--- config.mk ---
export PLATFORM = sky130hd
export DESIGN_NAME = transfer_progress_tracker_top
export DESIGN_NICKNAME = d
export VERILOG_FILES = /design/src/rtl/core/tpt_pkg.sv /design/src/rtl/core/tpt_div.sv /design/src/rtl/core/tpt_seq.sv /design/src/rtl/core/transfer_progress_tracker_top.sv
export SDC_FILE = /design/constraint.sdc
export NUM_CORES = 2
export LEC_CHECK = 0
export BUFFER_PORTS_ARGS = -buffer_cell sky130_fd_sc_hd__buf_2
export CAP_MARGIN = 15
export CELL_PAD_IN_SITES_DETAIL_PLACEMENT = 1
export CELL_PAD_IN_SITES_GLOBAL_PLACEMENT = 2
export CORE_MARGIN = 2
export CORE_UTILIZATION = 42
export CTS_BUF_LIST = sky130_fd_sc_hd__clkbuf_4 sky130_fd_sc_hd__clkbuf_8 sky130_fd_sc_hd__clkbuf_16
export CTS_CLUSTER_DIAMETER = 200
export DETAILED_ROUTE_END_ITERATION = 8
export GPL_TIMING_DRIVEN = 0
export HOLD_SLACK_MARGIN = 0.15
export PLACE_DENSITY_LB_ADDON = 0.1
export SLEW_MARGIN = 20
export SYNTH_ARGS = -nofsm -noshare
export SYNTH_HDL_FRONTEND = slang
export SYNTH_SLANG_ARGS = --single-unit
--- constraint.sdc ---
create_clock -name clk -period 24.7 [get_ports clk]
set_clock_uncertainty 0.05 [all_clocks]
set_input_delay 3.705 -clock clk [delete_from_list [all_inputs] [get_ports clk]]
set_output_delay 3.705 -clock clk [all_outputs]
set_load 0.01 [all_outputs]
--- src/rtl/core/tpt_pkg.sv ---
package tpt_pkg;

  localparam int CMD_W    = 4;
  localparam int STATUS_W = 3;
  localparam int PCT_W    = 7;
  localparam int SPEED_W  = 22;
  localparam int TIME_W   = 32;
  localparam int FIELD_W  = 48;

  // bytes per KiB as a shift
  localparam int KIB_SHIFT = 10;

  localparam logic [SPEED_W-1:0] SPEED_START = 22'd1024;
  localparam logic [SPEED_W-1:0] SPEED_MIN   = 22'd10;
  localparam logic [PCT_W-1:0]   PCT_FULL    = 7'd100;
  localparam logic [TIME_W-1:0]  LEFT_MAX    = 32'h7FFF_FFFF;
  localparam logic [TIME_W-1:0]  LEFT_OVER   = 32'hFFFF_FFFF;

  typedef enum logic [CMD_W-1:0] {
    CMD_START   = 4'd0,
    CMD_KNOWN   = 4'd1,
    CMD_ADD     = 4'd2,
    CMD_SPEED   = 4'd3,
    CMD_SPENT   = 4'd4,
    CMD_SOURCE  = 4'd5,
    CMD_FINISH  = 4'd6,
    CMD_FAIL    = 4'd7,
    CMD_TIMEOUT = 4'd8,
    CMD_DUPE    = 4'd9,
    CMD_ABORT   = 4'd10
  } cmd_t;

  typedef enum logic [STATUS_W-1:0] {
    ST_PROGRESS = 3'd0,
    ST_SUCCESS  = 3'd1,
    ST_FAILED   = 3'd2,
    ST_TIMEOUT  = 3'd3,
    ST_DUPE     = 3'd4,
    ST_ABORTED  = 3'd5
  } status_t;

  // which quotient the current transfer still needs
  typedef enum logic [1:0] {
    JOB_NONE,
    JOB_PCT,
    JOB_EST_TOTAL,
    JOB_EST_LEFT
  } job_t;

  typedef enum logic [1:0] {
    S_IDLE,
    S_PREP,
    S_RUN,
    S_FIN
  } seq_state_t;

  typedef struct packed {
    logic in_ready;
    logic div_start;
    logic div_wb;
    logic direct_wb;
    logic out_load;
  } seq_ctl_t;

endpackage

--- src/rtl/core/tpt_div.sv ---
module tpt_div #(
  parameter int NUM_W = 55,
  parameter int DEN_W = 48
) (
  input  logic             clk,
  input  logic             rst_n,
  input  logic             start,
  input  logic [NUM_W-1:0] num,
  input  logic [DEN_W-1:0] den,
  output logic             done,
  output logic [NUM_W-1:0] quo
);

  localparam int CNT_W = $clog2(NUM_W);

  logic [NUM_W-1:0] quo_r, quo_nxt;
  logic [DEN_W-1:0] rem_r, rem_nxt;
  logic [DEN_W-1:0] den_r;
  logic [CNT_W-1:0] cnt_r, cnt_nxt;
  logic             busy_r, busy_nxt;
  logic             done_r, done_nxt;

  logic [DEN_W:0]   shifted;
  logic [DEN_W:0]   diff;
  logic             ge;

  // one restoring step: shift in the next numerator bit, try the subtract
  assign shifted = {rem_r, quo_r[NUM_W-1]};
  assign diff    = shifted - {1'b0, den_r};
  assign ge      = shifted >= {1'b0, den_r};

  always_comb begin
    quo_nxt  = quo_r;
    rem_nxt  = rem_r;
    cnt_nxt  = cnt_r;
    busy_nxt = busy_r;
    done_nxt = 1'b0;
    if (start) begin
      quo_nxt  = num;
      rem_nxt  = '0;
      cnt_nxt  = '0;
      busy_nxt = 1'b1;
    end else if (busy_r) begin
      quo_nxt = {quo_r[NUM_W-2:0], ge};
      rem_nxt = ge ? diff[DEN_W-1:0] : shifted[DEN_W-1:0];
      cnt_nxt = cnt_r + 1'b1;
      if (cnt_r == CNT_W'(NUM_W - 1)) begin
        busy_nxt = 1'b0;
        done_nxt = 1'b1;
      end
    end
  end

  always_ff @(posedge clk) begin
    if (!rst_n) begin
      busy_r <= 1'b0;
      done_r <= 1'b0;
      cnt_r  <= '0;
    end else begin
      busy_r <= busy_nxt;
      done_r <= done_nxt;
      cnt_r  <= cnt_nxt;
    end
  end

  always_ff @(posedge clk) begin
    quo_r <= quo_nxt;
    rem_r <= rem_nxt;
    if (start) begin
      den_r <= den;
    end
  end

  assign done = done_r;
  assign quo  = quo_r;

endmodule

--- src/rtl/core/tpt_seq.sv ---
module tpt_seq (
  input  logic              clk,
  input  logic              rst_n,
  input  logic              in_valid,
  input  logic              need_div,
  input  logic              div_done,
  input  logic              out_free,
  output tpt_pkg::seq_ctl_t ctl
);

  import tpt_pkg::*;

  seq_state_t state_r, state_nxt;

  always_comb begin
    state_nxt = state_r;
    unique case (state_r)
      S_IDLE: begin
        if (in_valid) begin
          state_nxt = S_PREP;
        end
      end
      S_PREP: begin
        state_nxt = need_div ? S_RUN : S_FIN;
      end
      S_RUN: begin
        if (div_done) begin
          state_nxt = S_FIN;
        end
      end
      S_FIN: begin
        if (out_free) begin
          state_nxt = S_IDLE;
        end
      end
      default: state_nxt = S_IDLE;
    endcase
  end

  always_comb begin
    ctl = '0;
    unique case (state_r)
      S_IDLE: ctl.in_ready = 1'b1;
      S_PREP: begin
        ctl.div_start = need_div;
        ctl.direct_wb = !need_div;
      end
      S_RUN:  ctl.div_wb   = div_done;
      S_FIN:  ctl.out_load = out_free;
      default: ctl = '0;
    endcase
  end

  always_ff @(posedge clk) begin
    if (!rst_n) begin
      state_r <= S_IDLE;
    end else begin
      state_r <= state_nxt;
    end
  end

endmodule

--- src/rtl/core/transfer_progress_tracker_top.sv ---
// Transfer progress tracker. One command comes in on the in_ channel
// (in_cmd, in_amount, in_rate_kib) with valid/ready; every command gives
// exactly one snapshot transfer on the out_ channel: status, percent, the
// shown/known/source sizes, speed, seconds left and seconds spent.
// Commands are handled one at a time. in_ready is high only while the
// sequencer is idle. A command that needs no quotient (speed, source size,
// finish, fail, timeout, dupe, abort, or a percent of 100 / an overrun
// estimate) goes from the prep step straight to the last step, which loads
// the snapshot, raises out_valid and returns the sequencer to idle. Start,
// time spent and growing sizes run the shared restoring divider, one quotient
// bit per cycle, between the prep and last steps. The divider is the only
// arithmetic loop.
// A finished snapshot sits in an output register, so the next command is
// accepted while out_ready is low; that command then waits in its last
// step until the snapshot is taken. Reset is synchronous: status in
// progress, source size 1, speed 1024 KiB/s, all other state zero, no
// output pending.
module transfer_progress_tracker_top #(
  parameter int SIZE_BITS = 48
) (
  input  logic                               clk,
  input  logic                               rst_n,
  input  logic                               in_valid,
  output logic                               in_ready,
  input  logic [tpt_pkg::CMD_W-1:0]          in_cmd,
  input  logic [tpt_pkg::FIELD_W-1:0]        in_amount,
  input  logic [tpt_pkg::SPEED_W-1:0]        in_rate_kib,
  output logic                               out_valid,
  input  logic                               out_ready,
  output logic [tpt_pkg::STATUS_W-1:0]       out_status,
  output logic [tpt_pkg::PCT_W-1:0]          out_percent,
  output logic [tpt_pkg::FIELD_W-1:0]        out_shown_bytes,
  output logic [tpt_pkg::FIELD_W-1:0]        out_known_bytes,
  output logic [tpt_pkg::FIELD_W-1:0]        out_total_bytes,
  output logic [tpt_pkg::SPEED_W-1:0]        out_speed_now,
  output logic signed [tpt_pkg::TIME_W-1:0]  out_seconds_left,
  output logic [tpt_pkg::TIME_W-1:0]         out_seconds_spent
);

  import tpt_pkg::*;

  localparam int SW     = SIZE_BITS;
  localparam int DIV_DW = (SIZE_BITS > SPEED_W) ? SIZE_BITS : SPEED_W;
  localparam int DIV_NW = DIV_DW + PCT_W;

  seq_ctl_t ctl;
  logic     accept;
  logic     need_div;
  logic     out_free;
  logic     div_done;

  logic [DIV_NW-1:0] div_num;
  logic [DIV_DW-1:0] div_den;
  logic [DIV_NW-1:0] div_quo;

  status_t            status_r, status_nxt;
  logic [SW-1:0]      total_r, total_nxt;
  logic [SW-1:0]      known_r, known_nxt;
  logic [SW-1:0]      shown_r, shown_nxt;
  logic [SW-1:0]      fill_r, fill_nxt;
  logic [SPEED_W-1:0] speed_r, speed_nxt;
  logic [PCT_W-1:0]   percent_r, percent_nxt;
  logic [TIME_W-1:0]  left_r, left_nxt;
  logic [TIME_W-1:0]  spent_r, spent_nxt;
  job_t               job_r, job_nxt;

  logic [SW-1:0]      amt;
  logic [SW:0]        fill_sum;
  logic [SW-1:0]      fill_sat;
  logic [SW-1:0]      pct_base;

  logic [DIV_NW+TIME_W-1:0] quo_ext;
  logic                     est_sat;
  logic [TIME_W-1:0]        est_val;

  logic               out_valid_r, out_valid_nxt;
  logic [STATUS_W-1:0] out_status_r;
  logic [PCT_W-1:0]   out_percent_r;
  logic [FIELD_W-1:0] out_shown_r;
  logic [FIELD_W-1:0] out_known_r;
  logic [FIELD_W-1:0] out_total_r;
  logic [SPEED_W-1:0] out_speed_r;
  logic [TIME_W-1:0]  out_left_r;
  logic [TIME_W-1:0]  out_spent_r;

  tpt_seq u_seq (
    .clk      (clk),
    .rst_n    (rst_n),
    .in_valid (in_valid),
    .need_div (need_div),
    .div_done (div_done),
    .out_free (out_free),
    .ctl      (ctl)
  );

  tpt_div #(
    .NUM_W (DIV_NW),
    .DEN_W (DIV_DW)
  ) u_div (
    .clk   (clk),
    .rst_n (rst_n),
    .start (ctl.div_start),
    .num   (div_num),
    .den   (div_den),
    .done  (div_done),
    .quo   (div_quo)
  );

  assign in_ready = ctl.in_ready;
  assign accept   = in_valid && ctl.in_ready;
  assign out_free = !out_valid_r || out_ready;

  assign amt      = SW'(in_amount);
  assign fill_sum = {1'b0, fill_r} + {1'b0, amt};
  assign fill_sat = fill_sum[SW] ? {SW{1'b1}} : fill_sum[SW-1:0];

  // quotient setup, combinational from the settled state registers
  always_comb begin
    need_div = 1'b0;
    pct_base = shown_r;
    div_num  = '0;
    div_den  = DIV_DW'(speed_r);
    unique case (job_r)
      JOB_NONE: need_div = 1'b0;
      JOB_PCT: begin
        need_div = shown_r < total_r;
        // 100 * shown as 64 + 32 + 4
        div_num  = (DIV_NW'(pct_base) << 6) + (DIV_NW'(pct_base) << 5)
                 + (DIV_NW'(pct_base) << 2);
        div_den  = DIV_DW'(total_r);
      end
      JOB_EST_TOTAL: begin
        need_div = 1'b1;
        div_num  = DIV_NW'(total_r >> KIB_SHIFT);
      end
      JOB_EST_LEFT: begin
        need_div = total_r > shown_r;
        div_num  = DIV_NW'((total_r - shown_r) >> KIB_SHIFT);
      end
      default: need_div = 1'b0;
    endcase
  end

  // a zero speed divides to all ones and lands in the saturation
  assign quo_ext = {{TIME_W{1'b0}}, div_quo};
  assign est_sat = |quo_ext[DIV_NW+TIME_W-1:TIME_W-1];
  assign est_val = est_sat ? LEFT_MAX : quo_ext[TIME_W-1:0];

  always_comb begin
    status_nxt  = status_r;
    total_nxt   = total_r;
    known_nxt   = known_r;
    shown_nxt   = shown_r;
    fill_nxt    = fill_r;
    speed_nxt   = speed_r;
    percent_nxt = percent_r;
    left_nxt    = left_r;
    spent_nxt   = spent_r;
    job_nxt     = job_r;

    if (accept) begin
      job_nxt = JOB_NONE;
      unique case (in_cmd)
        CMD_START: begin
          status_nxt  = ST_PROGRESS;
          total_nxt   = (amt != '0) ? amt : SW'(1);
          known_nxt   = '0;
          shown_nxt   = '0;
          fill_nxt    = '0;
          speed_nxt   = (in_rate_kib != '0) ? in_rate_kib : SPEED_START;
          percent_nxt = '0;
          spent_nxt   = '0;
          job_nxt     = JOB_EST_TOTAL;
        end
        CMD_KNOWN: begin
          known_nxt = amt;
          fill_nxt  = amt;
          if (amt > total_r) begin
            total_nxt = amt;
          end
          if (shown_r < amt) begin
            shown_nxt = amt;
            job_nxt   = JOB_PCT;
          end
        end
        CMD_ADD: begin
          if (fill_r < shown_r) begin
            fill_nxt = fill_sat;
            if (fill_sat > shown_r) begin
              shown_nxt = fill_sat;
              job_nxt   = JOB_PCT;
            end
          end else if (amt <= total_r && shown_r <= total_r - amt) begin
            shown_nxt = shown_r + amt;
            fill_nxt  = shown_r + amt;
            job_nxt   = JOB_PCT;
          end
        end
        CMD_SPEED: begin
          speed_nxt = (in_rate_kib != '0) ? in_rate_kib : SPEED_MIN;
        end
        CMD_SPENT: begin
          spent_nxt = in_amount[TIME_W-1:0];
          job_nxt   = JOB_EST_LEFT;
        end
        CMD_SOURCE: begin
          total_nxt = (amt != '0) ? amt : SW'(1);
        end
        CMD_FINISH: begin
          status_nxt  = ST_SUCCESS;
          percent_nxt = PCT_FULL;
          shown_nxt   = known_r;
          left_nxt    = '0;
        end
        CMD_FAIL, CMD_DUPE: begin
          // aborted is sticky
          if (status_r != ST_ABORTED) begin
            status_nxt  = (in_cmd == CMD_FAIL) ? ST_FAILED : ST_DUPE;
            known_nxt   = '0;
            shown_nxt   = '0;
            percent_nxt = '0;
            speed_nxt   = '0;
          end
          left_nxt = '0;
        end
        CMD_TIMEOUT: begin
          if (status_r != ST_ABORTED) begin
            status_nxt = ST_TIMEOUT;
          end
          left_nxt = '0;
        end
        CMD_ABORT: begin
          status_nxt = ST_ABORTED;
        end
        default: begin
        end
      endcase
    end

    if (ctl.direct_wb) begin
      unique case (job_r)
        JOB_PCT:      percent_nxt = PCT_FULL;
        JOB_EST_LEFT: left_nxt    = LEFT_OVER;
        JOB_NONE, JOB_EST_TOTAL: begin
        end
        default: begin
        end
      endcase
    end

    if (ctl.div_wb) begin
      if (job_r == JOB_PCT) begin
        percent_nxt = div_quo[PCT_W-1:0];
      end else begin
        left_nxt = est_val;
      end
    end
  end

  always_comb begin
    out_valid_nxt = out_valid_r;
    if (ctl.out_load) begin
      out_valid_nxt = 1'b1;
    end else if (out_ready) begin
      out_valid_nxt = 1'b0;
    end
  end

  always_ff @(posedge clk) begin
    if (!rst_n) begin
      status_r    <= ST_PROGRESS;
      total_r     <= SW'(1);
      known_r     <= '0;
      shown_r     <= '0;
      fill_r      <= '0;
      speed_r     <= SPEED_START;
      percent_r   <= '0;
      left_r      <= '0;
      spent_r     <= '0;
      job_r       <= JOB_NONE;
      out_valid_r <= 1'b0;
    end else begin
      status_r    <= status_nxt;
      total_r     <= total_nxt;
      known_r     <= known_nxt;
      shown_r     <= shown_nxt;
      fill_r      <= fill_nxt;
      speed_r     <= speed_nxt;
      percent_r   <= percent_nxt;
      left_r      <= left_nxt;
      spent_r     <= spent_nxt;
      job_r       <= job_nxt;
      out_valid_r <= out_valid_nxt;
    end
  end

  always_ff @(posedge clk) begin
    if (ctl.out_load) begin
      out_status_r  <= status_r;
      out_percent_r <= percent_r;
      out_shown_r   <= FIELD_W'(shown_r);
      out_known_r   <= FIELD_W'(known_r);
      out_total_r   <= FIELD_W'(total_r);
      out_speed_r   <= speed_r;
      out_left_r    <= left_r;
      out_spent_r   <= spent_r;
    end
  end

  assign out_valid         = out_valid_r;
  assign out_status        = out_status_r;
  assign out_percent       = out_percent_r;
  assign out_shown_bytes   = out_shown_r;
  assign out_known_bytes   = out_known_r;
  assign out_total_bytes   = out_total_r;
  assign out_speed_now     = out_speed_r;
  assign out_seconds_left  = $signed(out_left_r);
  assign out_seconds_spent = out_spent_r;

endmodule

==> impl_metrics.env <==
export IMPL_root_buffer="clkbuf_16"
export IMPL_place_area_mm2=0.0517
export IMPL_holdPathEnd="out_seconds_spent[28]$_DFFE_PP_"
export IMPL_worst_r2r_setup_slack_ns=16.48
export IMPL_timing_hold_violations_final=0
export IMPL_die_h_um=342
export IMPL_async_reset_ff_frac=0
export IMPL_drtIter0Drc=3355
export IMPL_worstPathRequired_ns=25.23
export IMPL_pwr_share_comb=0.361
export IMPL_cts_tree="done"
export IMPL_finalNonFillerCells=7369
export IMPL_wire_per_inst_um=28.7
export IMPL_syn_num_nets=5997
export IMPL_antenna_left=0
export IMPL_timing_final_crit_share=0.455
export IMPL_netSwitchingFraction=0.390
export IMPL_die_area_mm2=0.117
export IMPL_reg2reg_to="pct_base[38]$_SDFFE_PN0P_"
export IMPL_relSlewSlack=0.0660
export IMPL_rsz0062_at_grt="no"
export IMPL_dp_cells=7211
export IMPL_ys_seq_elements=692
export IMPL_cts_setup_buffers=0
export IMPL_grt_start_max_net_pins=58
export IMPL_hold_class="reg2reg"
export IMPL_fp_coreArea_mm2=0.113
export IMPL_pwr_share_seq=0.336
export IMPL_synth_flop_cell="dfxtp_1"
export IMPL_wirelength_mm=211
export IMPL_busiest_layer="met2"
export IMPL_drv_cap=0
export IMPL_dp_hpwl_mm=172
export IMPL_area_delta_synth_final_pct=13.6
export IMPL_synth_area_top_cells="edfxtp_1, dfxtp_1, ha_1"
export IMPL_powerDensity_mw_per_mm2=76.9
export IMPL_initial_utilization=0.425
export IMPL_layout_drive_gt1_share=0.106
export IMPL_synth_top_area_cell="edfxtp_1"
export IMPL_globalRouteMet1Util=0.458
export IMPL_hold_ws_ns=0.383
export IMPL_numPortBuffers=318
export IMPL_place_congestion=0.986
export IMPL_synth_most_common_cell="a21oi_1"
export IMPL_via_per_inst=6.12
export IMPL_tightestPinTransition_ns=1.39
export IMPL_clk_pin_slew_ns=0.06
export IMPL_synth_edf_count=343
export IMPL_crit_start="in_amount[0]"
export IMPL_p_leak_uw=0.0231
export IMPL_rr_startpoint="fill_r[0]$_SDFFE_PN0P_"
export IMPL_synth_area_mm2=0.0479
export IMPL_grt_met2_usage=0.593
export IMPL_grt_ovfl_total=0
export IMPL_status="finished, final reports clean"
export IMPL_worst_setup_path_start_kind="input port"
export IMPL_grt_first_pass_wirelength_mm=306
export IMPL_hold_buffers=0
export IMPL_final_nets=6411
export IMPL_synth_distinct_cells=109
export IMPL_num_fill_cells=13312
export IMPL_crit_fanout=10
export IMPL_clock_path_buffers=3
export IMPL_final_area_mm2=0.0545
export IMPL_cts_buffers=82
export IMPL_maxSlewViolCount=0
export IMPL_fin_crit_ns=11.23
export IMPL_h_tree_depth=3
export IMPL_setup_worst_path_end_class="register"
export IMPL_r2r_cells=26
export IMPL_setup_tns_ns=0
export IMPL_ys_warn_count=0
export IMPL_synth_top_cell_area_share=0.215
export IMPL_fp_dieW_um=342
export IMPL_clock_sinks=692
export IMPL_grt_pass1_vias=45827
export IMPL_io_pins=320
export IMPL_pwr_share_clk=0.303
export IMPL_ys_seq_area_frac=0.361
export IMPL_antenna_found_initial=10
export IMPL_row_count=123
export IMPL_synth_common_cells="a21oi_1, nand2_1, ha_1"
export IMPL_dr_total_vias=45096
export IMPL_track_usage=0.354
export IMPL_intPower_uw=2550
export IMPL_hp_start="spent_r[28]$_SDFFE_PN0P_"
export IMPL_syn_inst=5381
export IMPL_finalSetupViolations=0
export IMPL_hold_depth=0
export IMPL_syn_mean_instance_area_um2=8.91
export IMPL_path_class="in2reg"
export IMPL_route_detailed_drc=0
export IMPL_p_total_uw=4190
export IMPL_first_pass_iters=6
export IMPL_max_freq_ghz=0.0890
export IMPL_clock_latency_ns=0.69
export IMPL_grtUsageMet3=0.0399
export IMPL_p_sw_uw=1640
export IMPL_postCtsResizedCells=0
export IMPL_arrival_ns=11.76
export IMPL_irDropWorstVdd_v=0.0000580
[layout make-up]
cell class	count	area, um^2	area share
Multi-Input combinational cell	4166	28600	0.526
Sequential cell	692	17300	0.317
Clock buffer	99	2240	0.0411
Tap cell	1500	1880	0.0345
Timing Repair Buffer	330	1840	0.0337
Buffer	257	1060	0.0194
Inverter	266	1000	0.0184
Clock inverter	53	524	0.00963
Antenna cell	6	15.0	0.000276
[registers in the layout (all words and copies together), names as in the netlist, 2 cells and up]
register	cells
out_seconds_spent	32
u_seq.state_r	2
job_r	2
status_r	3
out_status	3
total_r	48
u_div.cnt_r	6
out_known_bytes	48
spent_r	32
fill_r	48
left_r	32
u_div.rem_r	48
u_div.den_r	48
out_shown_bytes	48
out_total_bytes	48
known_r	48
out_seconds_left	32
u_div.quo	55
speed_r	22
pct_base	48
out_speed_now	22
percent_r	7
out_percent	7
[per-layer routing]
| layer | wire (um) | up-vias |
|---|---|---|
| met1 | 91200 | 22514 |
| met5 | 0 | - |
| li1 | - | 20745 |
| met4 | 9840 | 0 |
| met3 | 11400 | 370 |
| met2 | 98900 | 1467 |
[cell usage in the layout (no fill, tap or decap), types with 91 or more instances in the layout]
master / count
inv_1: 263
nand4_1: 93
xnor2_1: 152
ha_1: 489
dfxtp_1: 349
edfxtp_1: 343
xor2_1: 91
a22oi_1: 107
o21ai_0: 390
nor2_1: 444
clkbuf_1: 179
nand2_1: 497
buf_2: 360
nand3_1: 119
a21o_1: 172
a21oi_1: 522
[power by group through the flow]
stage | Sequential [uW] | Combinational, uW | Clock (uW)
2_1_floorplan | 1430 | 948 | 0
3_5_place_dp | 1430 | 1480 | 0
3_3_place_gp | 1450 | 1450 | 0
6_report | 1410 | 1510 | 1270
4_1_cts | 1410 | 1490 | 1280
5_1_grt | 1420 | 1630 | 1320
[worst max-delay path by stage]
| stage | end | slack, ns | depth (start not counted) |
|---|---|---|---|
| floorplan | out_known_bytes[0]$_DFFE_PP_ | 9.42 | 2 |
| global placement | out_known_bytes[32]$_DFFE_PP_ | 4.42 | 3 |
| detailed placement | pct_base[30]$_SDFFE_PN0P_ | 12.81 | 27 |
| CTS | pct_base[0]$_SDFFE_PN0P_ | 13.45 | 27 |
| global route | pct_base[34]$_SDFFE_PN0P_ | 13.25 | 27 |
| finish | pct_base[38]$_SDFFE_PN0P_ | 13.47 | 27 |
[worst max-delay path, stage by stage]
cell	delay (ns)
buf_2	0.23
ha_1	0.31
fa_1	0.43
a211oi_1	0.33
o211a_1	0.30
nor4b_1	0.12
o21ai_0	0.61
and4_1	0.38
o21ba_2	0.14
buf_2	0.28
buf_2	0.38
buf_1	0.61
buf_1	0.45
nand2_1	0.11
ha_1	0.32
nand4_1	0.18
nor4_1	0.96
nand4_1	0.18
o21ai_0	0.12
nor2_1	0.06
o211a_1	0.18
a211oi_2	0.34
or2_1	0.16
buf_2	0.21
buf_2	0.39
a21oi_1	0.08
a21o_1	0.17
[cell families after synthesis]
kind of cell | count (synthesis) | share of synthesized area
DFF | 692 | 0.361
buffers and inverters | 523 | 0.0427
and+or+nand+nor | 1549 | 0.151
xor gates and xnor gates | 243 | 0.0444
AOI/OAI and AO/OA | 1784 | 0.242
adders and majority gates | 538 | 0.148
muxes | 52 | 0.0112
[through the flow]
step	util	setup slack (ns)
finish	0.483	13.47
global route	0.483	13.25
CTS	0.483	13.45
detailed placement	0.458	12.81
global placement	0.456	4.42
floorplan	-	9.42
Power figures use the tool's default switching activity.
